===== src/rtl/tsms_pkg.sv =====
package tsms_pkg;

   // default widths
   localparam int ADC_BITS_DEFAULT  = 10;
   localparam int TIME_BITS_DEFAULT = 32;

   localparam int DUTY_BITS   = 8;
   localparam int DUTY_MAX    = 255;
   localparam int DUR_BITS    = 16;
   localparam int CSR_IDX_BITS = 3;
   localparam int CSR_DATA_BITS = 16;

   // register indexes
   typedef enum logic [CSR_IDX_BITS-1:0] {
      CSR_CENTER_X   = 3'd0,
      CSR_CENTER_Y   = 3'd1,
      CSR_DEFLECTION = 3'd2,
      CSR_DEFLECT_MS = 3'd3,
      CSR_HOLD_MS    = 3'd4,
      CSR_BRAKE_MS   = 3'd5
   } csr_index_type;

   // register reset values
   localparam logic [DUTY_BITS-1:0] CENTER_X_RESET   = 8'd128;
   localparam logic [DUTY_BITS-1:0] CENTER_Y_RESET   = 8'd128;
   localparam logic [DUTY_BITS-1:0] DEFLECTION_RESET = 8'd60;
   localparam logic [DUR_BITS-1:0]  DEFLECT_MS_RESET = 16'd400;
   localparam logic [DUR_BITS-1:0]  HOLD_MS_RESET    = 16'd500;
   localparam logic [DUR_BITS-1:0]  BRAKE_MS_RESET   = 16'd100;

   // maneuver phases; each direction runs deflect, hold, brake, settle
   typedef enum logic [4:0] {
      PH_IDLE          = 5'd0,
      PH_FWD_DEFLECT   = 5'd1,
      PH_FWD_BRAKE     = 5'd2,
      PH_FWD_HOLD      = 5'd3,
      PH_FWD_SETTLE    = 5'd4,
      PH_BACK_DEFLECT  = 5'd5,
      PH_BACK_BRAKE    = 5'd6,
      PH_BACK_HOLD     = 5'd7,
      PH_BACK_SETTLE   = 5'd8,
      PH_RIGHT_DEFLECT = 5'd9,
      PH_RIGHT_BRAKE   = 5'd10,
      PH_RIGHT_HOLD    = 5'd11,
      PH_RIGHT_SETTLE  = 5'd12,
      PH_LEFT_DEFLECT  = 5'd13,
      PH_LEFT_BRAKE    = 5'd14,
      PH_LEFT_HOLD     = 5'd15,
      PH_LEFT_SETTLE   = 5'd16
   } phase_type;

   function automatic logic [DUTY_BITS-1:0] plus_sat(input logic [DUTY_BITS-1:0] c,
                                                     input logic [DUTY_BITS-1:0] d);
      logic [DUTY_BITS:0] sum;
      sum = {1'b0, c} + {1'b0, d};
      return sum[DUTY_BITS] ? DUTY_BITS'(DUTY_MAX) : sum[DUTY_BITS-1:0];
   endfunction

   function automatic logic [DUTY_BITS-1:0] minus_sat(input logic [DUTY_BITS-1:0] c,
                                                      input logic [DUTY_BITS-1:0] d);
      return (d > c) ? '0 : c - d;
   endfunction

endpackage


===== src/rtl/timed_stick_maneuver_sequencer_core.sv =====
// Stick drive sequencer: every request transaction (timestamp, mode bit, four joystick
// samples) yields exactly one response transaction with four 8-bit drive values and the
// phase after the step. Samples are scaled to 0..255 (x*255/full scale, truncated). In
// manual mode all four outputs follow the samples and the sequencer drops to idle; in
// auto mode the right stick runs the timed forward/back/right/left pattern set by the
// csr registers, and a timed phase advances once the wrapped elapsed time since the last
// switch exceeds its duration. Throughput is one transaction per clock while rsp_ready
// does not hold the response register full; a request passes the input register, then
// the response register, whose load raises rsp_valid. The phase and switch-time state
// are updated as an item enters the response register. Write csr registers only while
// no transaction is in flight.
module timed_stick_maneuver_sequencer_core
   import tsms_pkg::*;
#(
   parameter int ADC_BITS  = ADC_BITS_DEFAULT,
   parameter int TIME_BITS = TIME_BITS_DEFAULT
) (
   input  logic                     clock,
   input  logic                     reset,

   input  logic                     csr_we,
   input  logic [CSR_IDX_BITS-1:0]  csr_index,
   input  logic [CSR_DATA_BITS-1:0] csr_wdata,

   input  logic                     req_valid,
   output logic                     req_ready,
   input  logic [TIME_BITS-1:0]     req_now_ms,
   input  logic                     req_auto_mode,
   input  logic [ADC_BITS-1:0]      req_left_x_sample,
   input  logic [ADC_BITS-1:0]      req_left_y_sample,
   input  logic [ADC_BITS-1:0]      req_right_x_sample,
   input  logic [ADC_BITS-1:0]      req_right_y_sample,

   output logic                     rsp_valid,
   input  logic                     rsp_ready,
   output logic [DUTY_BITS-1:0]     rsp_left_x_duty,
   output logic [DUTY_BITS-1:0]     rsp_left_y_duty,
   output logic [DUTY_BITS-1:0]     rsp_right_x_duty,
   output logic [DUTY_BITS-1:0]     rsp_right_y_duty,
   output logic [4:0]               rsp_phase_now
);

   localparam int PROD_BITS = ADC_BITS + DUTY_BITS + 1;

   // x*255 / (2^N - 1): exact for products below 2^(2N)
   function automatic logic [DUTY_BITS-1:0] scale_sample(input logic [ADC_BITS-1:0] s);
      logic [PROD_BITS-1:0] prod;
      logic [PROD_BITS-1:0] sum;
      prod = PROD_BITS'(s) * PROD_BITS'(DUTY_MAX);
      sum  = prod + (prod >> ADC_BITS) + PROD_BITS'(1);
      return sum[ADC_BITS+DUTY_BITS-1:ADC_BITS];
   endfunction

   // configuration registers
   logic [DUTY_BITS-1:0] center_x_ff, center_y_ff, deflection_ff;
   logic [DUR_BITS-1:0]  deflect_ms_ff, hold_ms_ff, brake_ms_ff;

   always_ff @(posedge clock) begin
      if (reset) begin
         center_x_ff   <= CENTER_X_RESET;
         center_y_ff   <= CENTER_Y_RESET;
         deflection_ff <= DEFLECTION_RESET;
         deflect_ms_ff <= DEFLECT_MS_RESET;
         hold_ms_ff    <= HOLD_MS_RESET;
         brake_ms_ff   <= BRAKE_MS_RESET;
      end else if (csr_we) begin
         case (csr_index)
            CSR_CENTER_X:   center_x_ff   <= csr_wdata[DUTY_BITS-1:0];
            CSR_CENTER_Y:   center_y_ff   <= csr_wdata[DUTY_BITS-1:0];
            CSR_DEFLECTION: deflection_ff <= csr_wdata[DUTY_BITS-1:0];
            CSR_DEFLECT_MS: deflect_ms_ff <= csr_wdata;
            CSR_HOLD_MS:    hold_ms_ff    <= csr_wdata;
            CSR_BRAKE_MS:   brake_ms_ff   <= csr_wdata;
            default: ;
         endcase
      end
   end

   // input register stage
   logic                 s1_valid_ff;
   logic [TIME_BITS-1:0] s1_now_ff;
   logic                 s1_auto_ff;
   logic [ADC_BITS-1:0]  s1_lx_ff, s1_ly_ff, s1_rx_ff, s1_ry_ff;
   logic                 s1_advance;
   logic                 rsp_valid_ff;

   assign s1_advance = s1_valid_ff && (!rsp_valid_ff || rsp_ready);
   assign req_ready  = !s1_valid_ff || s1_advance;

   always_ff @(posedge clock) begin
      if (reset) begin
         s1_valid_ff <= 1'b0;
      end else if (req_ready) begin
         s1_valid_ff <= req_valid;
      end
   end

   always_ff @(posedge clock) begin
      if (req_valid && req_ready) begin
         s1_now_ff  <= req_now_ms;
         s1_auto_ff <= req_auto_mode;
         s1_lx_ff   <= req_left_x_sample;
         s1_ly_ff   <= req_left_y_sample;
         s1_rx_ff   <= req_right_x_sample;
         s1_ry_ff   <= req_right_y_sample;
      end
   end

   // sequencer state
   phase_type            phase_ff, phase_in;
   logic [TIME_BITS-1:0] last_ff, last_in;

   logic [TIME_BITS-1:0] elapsed;
   logic [DUR_BITS-1:0]  dur;
   logic [DUTY_BITS-1:0] pat_rx, pat_ry;
   phase_type            seq_next;

   assign elapsed = s1_now_ff - last_ff;

   // pattern outputs and phase duration
   always_comb begin
      pat_rx = center_x_ff;
      pat_ry = center_y_ff;
      dur    = hold_ms_ff;
      case (phase_ff)
         PH_FWD_DEFLECT: begin
            pat_ry = minus_sat(center_y_ff, deflection_ff);
            dur    = deflect_ms_ff;
         end
         PH_FWD_BRAKE: begin
            pat_ry = plus_sat(center_y_ff, deflection_ff);
            dur    = brake_ms_ff;
         end
         PH_BACK_DEFLECT: begin
            pat_ry = plus_sat(center_y_ff, deflection_ff);
            dur    = deflect_ms_ff;
         end
         PH_BACK_BRAKE: begin
            pat_ry = minus_sat(center_y_ff, deflection_ff);
            dur    = brake_ms_ff;
         end
         PH_RIGHT_DEFLECT: begin
            pat_rx = minus_sat(center_x_ff, deflection_ff);
            dur    = deflect_ms_ff;
         end
         PH_RIGHT_BRAKE: begin
            pat_rx = plus_sat(center_x_ff, deflection_ff);
            dur    = brake_ms_ff;
         end
         PH_LEFT_DEFLECT: begin
            pat_rx = plus_sat(center_x_ff, deflection_ff);
            dur    = deflect_ms_ff;
         end
         PH_LEFT_BRAKE: begin
            pat_rx = minus_sat(center_x_ff, deflection_ff);
            dur    = brake_ms_ff;
         end
         default: ;
      endcase
   end

   // next state
   always_comb begin
      case (phase_ff)
         PH_IDLE:          seq_next = PH_FWD_DEFLECT;
         PH_FWD_DEFLECT:   seq_next = PH_FWD_HOLD;
         PH_FWD_HOLD:      seq_next = PH_FWD_BRAKE;
         PH_FWD_BRAKE:     seq_next = PH_FWD_SETTLE;
         PH_FWD_SETTLE:    seq_next = PH_BACK_DEFLECT;
         PH_BACK_DEFLECT:  seq_next = PH_BACK_HOLD;
         PH_BACK_HOLD:     seq_next = PH_BACK_BRAKE;
         PH_BACK_BRAKE:    seq_next = PH_BACK_SETTLE;
         PH_BACK_SETTLE:   seq_next = PH_RIGHT_DEFLECT;
         PH_RIGHT_DEFLECT: seq_next = PH_RIGHT_HOLD;
         PH_RIGHT_HOLD:    seq_next = PH_RIGHT_BRAKE;
         PH_RIGHT_BRAKE:   seq_next = PH_RIGHT_SETTLE;
         PH_RIGHT_SETTLE:  seq_next = PH_LEFT_DEFLECT;
         PH_LEFT_DEFLECT:  seq_next = PH_LEFT_HOLD;
         PH_LEFT_HOLD:     seq_next = PH_LEFT_BRAKE;
         PH_LEFT_BRAKE:    seq_next = PH_LEFT_SETTLE;
         default:          seq_next = PH_IDLE;
      endcase

      phase_in = phase_ff;
      last_in  = last_ff;
      if (!s1_auto_ff) begin
         phase_in = PH_IDLE;
      end else if (phase_ff == PH_IDLE) begin
         phase_in = seq_next;
         last_in  = s1_now_ff;
      end else if (phase_ff > PH_LEFT_SETTLE) begin
         // stray code: back to idle without stamping the time
         phase_in = PH_IDLE;
      end else if (elapsed > TIME_BITS'(dur)) begin
         phase_in = seq_next;
         last_in  = s1_now_ff;
      end
   end

   always_ff @(posedge clock) begin
      if (reset) begin
         phase_ff <= PH_IDLE;
         last_ff  <= '0;
      end else if (s1_advance) begin
         phase_ff <= phase_in;
         last_ff  <= last_in;
      end
   end

   // response register
   logic [DUTY_BITS-1:0] lx_duty_ff, ly_duty_ff, rx_duty_ff, ry_duty_ff;
   logic [4:0]           phase_now_ff;

   always_ff @(posedge clock) begin
      if (reset) begin
         rsp_valid_ff <= 1'b0;
      end else if (s1_advance) begin
         rsp_valid_ff <= 1'b1;
      end else if (rsp_ready) begin
         rsp_valid_ff <= 1'b0;
      end
   end

   always_ff @(posedge clock) begin
      if (s1_advance) begin
         lx_duty_ff   <= scale_sample(s1_lx_ff);
         ly_duty_ff   <= scale_sample(s1_ly_ff);
         rx_duty_ff   <= s1_auto_ff ? pat_rx : scale_sample(s1_rx_ff);
         ry_duty_ff   <= s1_auto_ff ? pat_ry : scale_sample(s1_ry_ff);
         phase_now_ff <= phase_in;
      end
   end

   assign rsp_valid        = rsp_valid_ff;
   assign rsp_left_x_duty  = lx_duty_ff;
   assign rsp_left_y_duty  = ly_duty_ff;
   assign rsp_right_x_duty = rx_duty_ff;
   assign rsp_right_y_duty = ry_duty_ff;
   assign rsp_phase_now    = phase_now_ff;

`ifndef ASSERT_OFF
   // manual transaction always leaves the sequencer idle
   a_manual_idle: assert property (@(posedge clock) disable iff (reset)
      s1_advance && !s1_auto_ff |=> phase_ff == PH_IDLE)
      else $error("manual transaction did not return sequencer to idle");

   // an item leaving the input stage lands in the response register
   a_rsp_loaded: assert property (@(posedge clock) disable iff (reset)
      s1_advance |=> rsp_valid_ff)
      else $error("advanced item missing from response register");

   // sequencer state moves only with a transaction
   a_state_hold: assert property (@(posedge clock) disable iff (reset)
      !s1_advance |=> $stable(phase_ff) && $stable(last_ff))
      else $error("sequencer state changed without a transaction");

   // auto start from idle enters forward deflect and stamps the time
   a_auto_start: assert property (@(posedge clock) disable iff (reset)
      s1_advance && s1_auto_ff && phase_ff == PH_IDLE
      |=> phase_ff == PH_FWD_DEFLECT && last_ff == $past(s1_now_ff))
      else $error("auto start from idle mishandled");
`endif

endmodule

===== config.mk =====
export PLATFORM = sky130hd
export DESIGN_NAME = timed_stick_maneuver_sequencer_core
export DESIGN_NICKNAME = d
export VERILOG_FILES = /design/src/rtl/tsms_pkg.sv /design/src/rtl/timed_stick_maneuver_sequencer_core.sv
export SDC_FILE = /design/constraint.sdc
export NUM_CORES = 1
export LEC_CHECK = 0
export ABC_CLOCK_PERIOD_IN_PS = 7400
export BUFFER_PORTS_ARGS = -buffer_cell sky130_fd_sc_hd__buf_2
export CORE_MARGIN = 4
export CORE_UTILIZATION = 50
export DETAILED_ROUTE_END_ITERATION = 6
export PLACE_DENSITY = 0.7
export SLEW_MARGIN = 10
export SYNTH_ARGS = -nofsm -noshare
export SYNTH_HDL_FRONTEND = slang
export SYNTH_SLANG_ARGS = --single-unit

===== constraint.sdc =====
create_clock -name clock -period 7.4 [get_ports clock]
set_input_delay 1.11 -clock clock [delete_from_list [all_inputs] [get_ports clock]]
set_output_delay 1.11 -clock clock [all_outputs]
set_load 0.03 [all_outputs]

* Word level (Yosys, flattened, before mapping)
Memory sizes are Yosys's and may differ from the RTL's. A register that Yosys moved wholly into a read port is not among the register bits. Cells that the tools add are included.
Word-level totals: memories 1, logic and storage cells 101, bits in read-only memories 80, bits in registers 221, input bits 97, output and inout port bits 39, RAM bits 0, latch bits 0
Cells by class: mux-type cells 21, reduce and logical (&&, ||, !) cells 23, divide/modulo/power cells 0, $mul 4, shift-type cells 0, $lt $le $gt $ge 4, eq/ne operators 14, add/sub/neg operators 13, bitwise logic cells 0
Memories:
- (name not given) | depth 16, bits a word 5, read ports 1, clocked after Yosys merged registers in 1, write ports 0, line timed_stick_maneuver_sequencer_core.sv:164 | case (phase_ff)
Operator list (number):
- $mux 32 | 3
- $add 18x1->18 const B | 4
- $add 18x8->18 | 4
- $mul 10x8->18 const B | 4
- $mux 8 | 6
- $gt 32x16->1 | 1
- $pmux 16 s2 | 1
- $pmux 8 s2 | 2
- $sub 32x32->32 | 1
- $mux 5 | 5
- $eq 5x4->1 const B | 4
- $add 8x8->9 | 2
- $gt 8x8->1 | 2
- $sub 8x8->8 | 2
- $reduce_and 2->1 | 6
- $eq 5x3->1 const B | 2
- $mux 4 | 2
- $reduce_or 2->1 | 4
- $reduce_or 4->1 | 2
- $eq 3x2->1 const B | 2
- $eq 3x3->1 const B | 2
- $eq 5x1->1 const B | 1
- $eq 5x2->1 const B | 1
- $gt 5x5->1 const B | 1
- other kinds (10) | 15

* Logic depth before layout (Yosys ltp)
depth in word-level cells 10, depth in mapped cells 28, depth with buffers taken out 28

* Worst setup path before layout
No wires, ideal clock.
kind reg-to-reg, start point reg s1_lx_ff[0], end point reg lx_duty_ff[7], in the netlist rsp_left_x_duty[7] (data pin), path buffers 0, required time 7.137 ns, slack 0.475 ns, cell stages (with the launch flop) 25, setup time 0.263 ns, clock period less this slack 6.925 ns, arrival 6.662 ns, cell sequence edfxtp_1 -> fa_1 -> inv_1 -> fa_1 -> inv_1 -> fa_1 -> inv_1 -> fa_1 -> inv_1 -> ha_1 -> a21oi_1 -> o21ai_0 -> a311oi_1 -> a211oi_1 -> a21o_1 -> a21oi_1 -> xnor2_1 -> ha_1 -> and4_1 -> o21ai_0 -> a2111oi_0 -> nand4_1 -> nor3_1 -> nand3_1 -> xnor2_1
Between the ends: word-level cells in the longest chain between the ends 3
RTL lines:
- start, declared | line timed_stick_maneuver_sequencer_core.sv:83 | logic [ADC_BITS-1:0] s1_lx_ff, s1_ly_ff, s1_rx_ff, s1_ry_ff;
- start signal, assigned | line timed_stick_maneuver_sequencer_core.sv:102 | s1_lx_ff <= req_left_x_sample;
- $mul 10x8->18 | line timed_stick_maneuver_sequencer_core.sv:49 | prod = PROD_BITS'(s) * PROD_BITS'(DUTY_MAX);
- $add 18x8->18 | line timed_stick_maneuver_sequencer_core.sv:50 | sum = prod + (prod >> ADC_BITS) + PROD_BITS'(1);
- $add 18x1->18 | line timed_stick_maneuver_sequencer_core.sv:50
- end signal, assigned | line timed_stick_maneuver_sequencer_core.sv:226 | lx_duty_ff <= scale_sample(s1_lx_ff);
- end, declared | line timed_stick_maneuver_sequencer_core.sv:211 | logic [DUTY_BITS-1:0] lx_duty_ff, ly_duty_ff, rx_duty_ff, ry_duty_ff;
Every way passes these cells. A chain may end at the register's enable or synchronous reset.

* Worst setup path in the final report
Same ends and word-level chain as after synthesis.

==> flow_summary.yaml <==
clocking:
  postCtsSetupBuffers: 0
  cts_tree: "yes"
  cts_resized: 0
  cts_root_buf: "clkbuf_16"
  hold_buffers: 0
  htreeDepth: 1
  insertion_delay_ps: 600
  clock_sinks: 226
  cts_made_buffers: 28
  clk_path_buf_depth: 3
  clk_pin_slew_worst_paths_ps: 60
synth:
  ys.warnings.count: 0
  syn_inst: 2229
  synth_cell_types: 84
  synth_top_area_cell: "edfxtp_1"
  synth.ff_latch_count: 226
  synth_fp_nets: 2742
  synthesis.area_mm2: 0.0208
  ys_dominant_reg_cell: "dfxtp_1"
  synth_top_area_share_pct: 15.9
  avgSynthCellArea_um2: 9.34
  ys_seq_area_share_pct: 27.0
  async_flop_share_pct: 0
  synth_area_leaders: "edfxtp_1 (16%), fa_1 (16%), ha_1 (15%)"
  synth_edf_count: 110
floorplan:
  die_area_mm2: 0.0449
  placementRows: 74
  initial_core_util_pct: 50.7
  pin_count: 136
  fp.dieH_um: 212
  core_area_mm2: 0.0410
  fp.dieW_um: 212
power:
  p_int_mw: 5.07
  peakVddDrop_mv: 0.292
  pwr-share-comb_pct: 66.6
  power_density_mw_per_mm2: 404
  sw_frac_of_total_pct: 45.5
  clock_power_share_pct: 15.8
  power.switching_mw: 4.24
  p_leak_nw: 10.3
  seqPwrFrac_pct: 17.5
drt:
  vias_per_cell: 5.41
  drc: 0
  ant_nets: 0
  drtIter0Drc: 944
  drt-pass1-iter-count: 6
  vias: 15700
  drt-total-wl_mm: 46.3
  wl_per_cell_um: 15.9
sta:
  worst_slew_pin_slew_ps: 1070
  finalMaxSlewViolations: 0
  fin_crit_ps: 7030
  fin_skew_ps: 45.6
  max_freq_ghz: 0.142
  setup_viol_count_final: 0
  setup_ws_ps: 373
  fin_setup_tns_ps: 0
  hold_viol: 0
  max-slew-margin-rel_pct: 28.8
  rsz0062_at_grt: "no"
  period_share_pct: 95.0
final_layout:
  nets: 2861
  final_cell_mix: "inv_1 (354), ha_1 (251), nand2_1 (214)"
  n_fill_cell: 3606
  layout_commonest_cell: "inv_1"
  area_growth_syn_to_layout_pct: 10.7
  area.sequential_mm2: 0.00563
  layout-drive-gt1-share_pct: 9.92
  multi_input_area_mm2: 0.0136
place:
  port_buffers: 135
  place.gp.congestion: 0.880
  hpwl_mm: 36.9
  post-place-ws_ps: 126
flow_run:
  drv_cap: 0
global_route:
  grt_max_degree: 74
  track_usage_pct: 20.6
  grt_pass1_wl_mm: 77.2
  grt_pass1_vias: 15700
  gr-total-overflow: 0
  grt_antenna_before_repair: 5
setup_path:
  critPathCaptureType: "flip-flop"
  cp.required_ps: 7700
  path_class: "reg -> reg"
  cp_slowest_cell: "fa_1"
  startpoint_type: "flip-flop"
  crit_arrival_ps: 7330
  crit_fanout: 5
  ff2ff_setup_slack_ps: 370
  slowest_delay_ps: 630
worst_hold_path:
  hp-class: "reg -> reg"
outcome:
  outcome: "finished, final reports clean"
-- cell families (layout without fill, tap and decap cells) --
group,count (synthesis),after routing,share of synthesized area [%]
and+or+nand+nor,551,551,12.4
AOI/OAI and AO/OA,458,458,14.6
xor gates and xnor gates,117,117,4.92
other,0,3,0
DFF,226,226,27.0
buffers and inverters,412,553,7.65
adders and majority gates,419,419,31.1
muxes,46,46,2.23
-- cell type report --
| type | instances | area share [%] |
|---|---|---|
| multi-input combinational | 1591 | 59.2 |
| inverter | 355 | 5.78 |
| timing repair buffer | 146 | 3.30 |
| sequential | 226 | 24.4 |
| clock inverter | 17 | 1.03 |
| antenna | 3 | 0.0326 |
| tap | 532 | 2.89 |
| clock buffer | 35 | 3.37 |
-- flip-flops by register name, indices dropped and copies added, names as in the netlist, named ones only --
signal / flops
center_y_ff: 8
brake_ms_ff: 16
deflect_ms_ff: 16
s1_now_ff: 32
s1_rx_ff: 10
rsp_phase_now: 5
s1_ly_ff: 10
rsp_left_x_duty: 8
deflection_ff: 8
hold_ms_ff: 16
rsp_left_y_duty: 8
rsp_valid: 1
rsp_right_y_duty: 8
last_ff: 32
center_x_ff: 8
s1_ry_ff: 10
s1_auto_ff: 1
s1_valid_ff: 1
s1_lx_ff: 10
rsp_right_x_duty: 8
phase_ff: 5
-- layer usage --
layer | wire, µm | share of wire (%) | global-route usage, %
met3 | 1880 | 4.1 | 2.57
met2 | 22300 | 48 | 35.4
met5 | 21 | 0.045 | 0
met4 | 1070 | 2.3 | 4.63
met1 | 21100 | 45 | 27.9
-- worst max-delay path, delay by kind of cell, from the launching register on --
kind / cells / cell delay (ps)
fa+ha+maj: 6 / 2860
compound gates: 8 / 1850
simple gates: 4 / 850
flops: 1 / 500
buf+inv: 5 / 440
xor+xnor: 2 / 290
-- per-stage QoR --
stage	utilization [%]	instances	area, µm²	hold WS (ps)	power (mW)
global placement	53.6	2850	22000	441	7.53
CTS	56.1	2902	23000	457	9.29
global route	56.2	2905	23000	469	10.3
floorplan	-	2229	20800	436	6.39
finish	56.2	2905	23000	454	9.30
detailed placement	53.6	2850	22000	449	7.75
-- synthesized netlist by cell type (7+ instances only) --
library cell  instances
inv_1               355
ha_1                251
nand2_1             214
fa_1                165
a21oi_1             158
nor2_1              141
dfxtp_1             116
edfxtp_1            110
xnor2_1              81
o21ai_0              64
mux2i_1              43
xor2_1               36
clkbuf_1             33
nor3_1               31
o21a_1               29
a21o_1               28
nand3_1              25
o21bai_1             25
nand2b_1             20
a22o_1               19
nor2b_1              19
nand3b_1             18
nand4_1              16
and2_1               14
and3_1               14
buf_2                14
a211oi_1             13
a2111oi_0            10
o211ai_1             10
a22oi_1               9
o21ai_1               9
a211o_1               8
a221oi_1              7
-- power by group through the flow --
stage | Clock [mW] | Combinational [mW] | Sequential, mW
floorplan | 0 | 4.59 | 1.79
global placement | 0 | 5.88 | 1.66
detailed placement | 0 | 6.09 | 1.66
CTS | 1.52 | 6.14 | 1.63
global route | 1.56 | 7.05 | 1.64
finish | 1.47 | 6.20 | 1.63
-- path summary, 6_finish.rpt --
check,start,to,depth (start not counted)
worst max register to register,s1_lx_ff[0]$_DFFE_PP_,rsp_left_x_duty[7]$_DFFE_PP_,25
worst min register to register,hold_ms_ff[15]$_SDFFE_PP0P_,hold_ms_ff[15]$_SDFFE_PP0P_,2
worst min-delay path,hold_ms_ff[15]$_SDFFE_PP0P_,hold_ms_ff[15]$_SDFFE_PP0P_,2
worst max-delay path,s1_lx_ff[0]$_DFFE_PP_,rsp_left_x_duty[7]$_DFFE_PP_,25
Note: power is estimated with default switching activity, not from simulation.
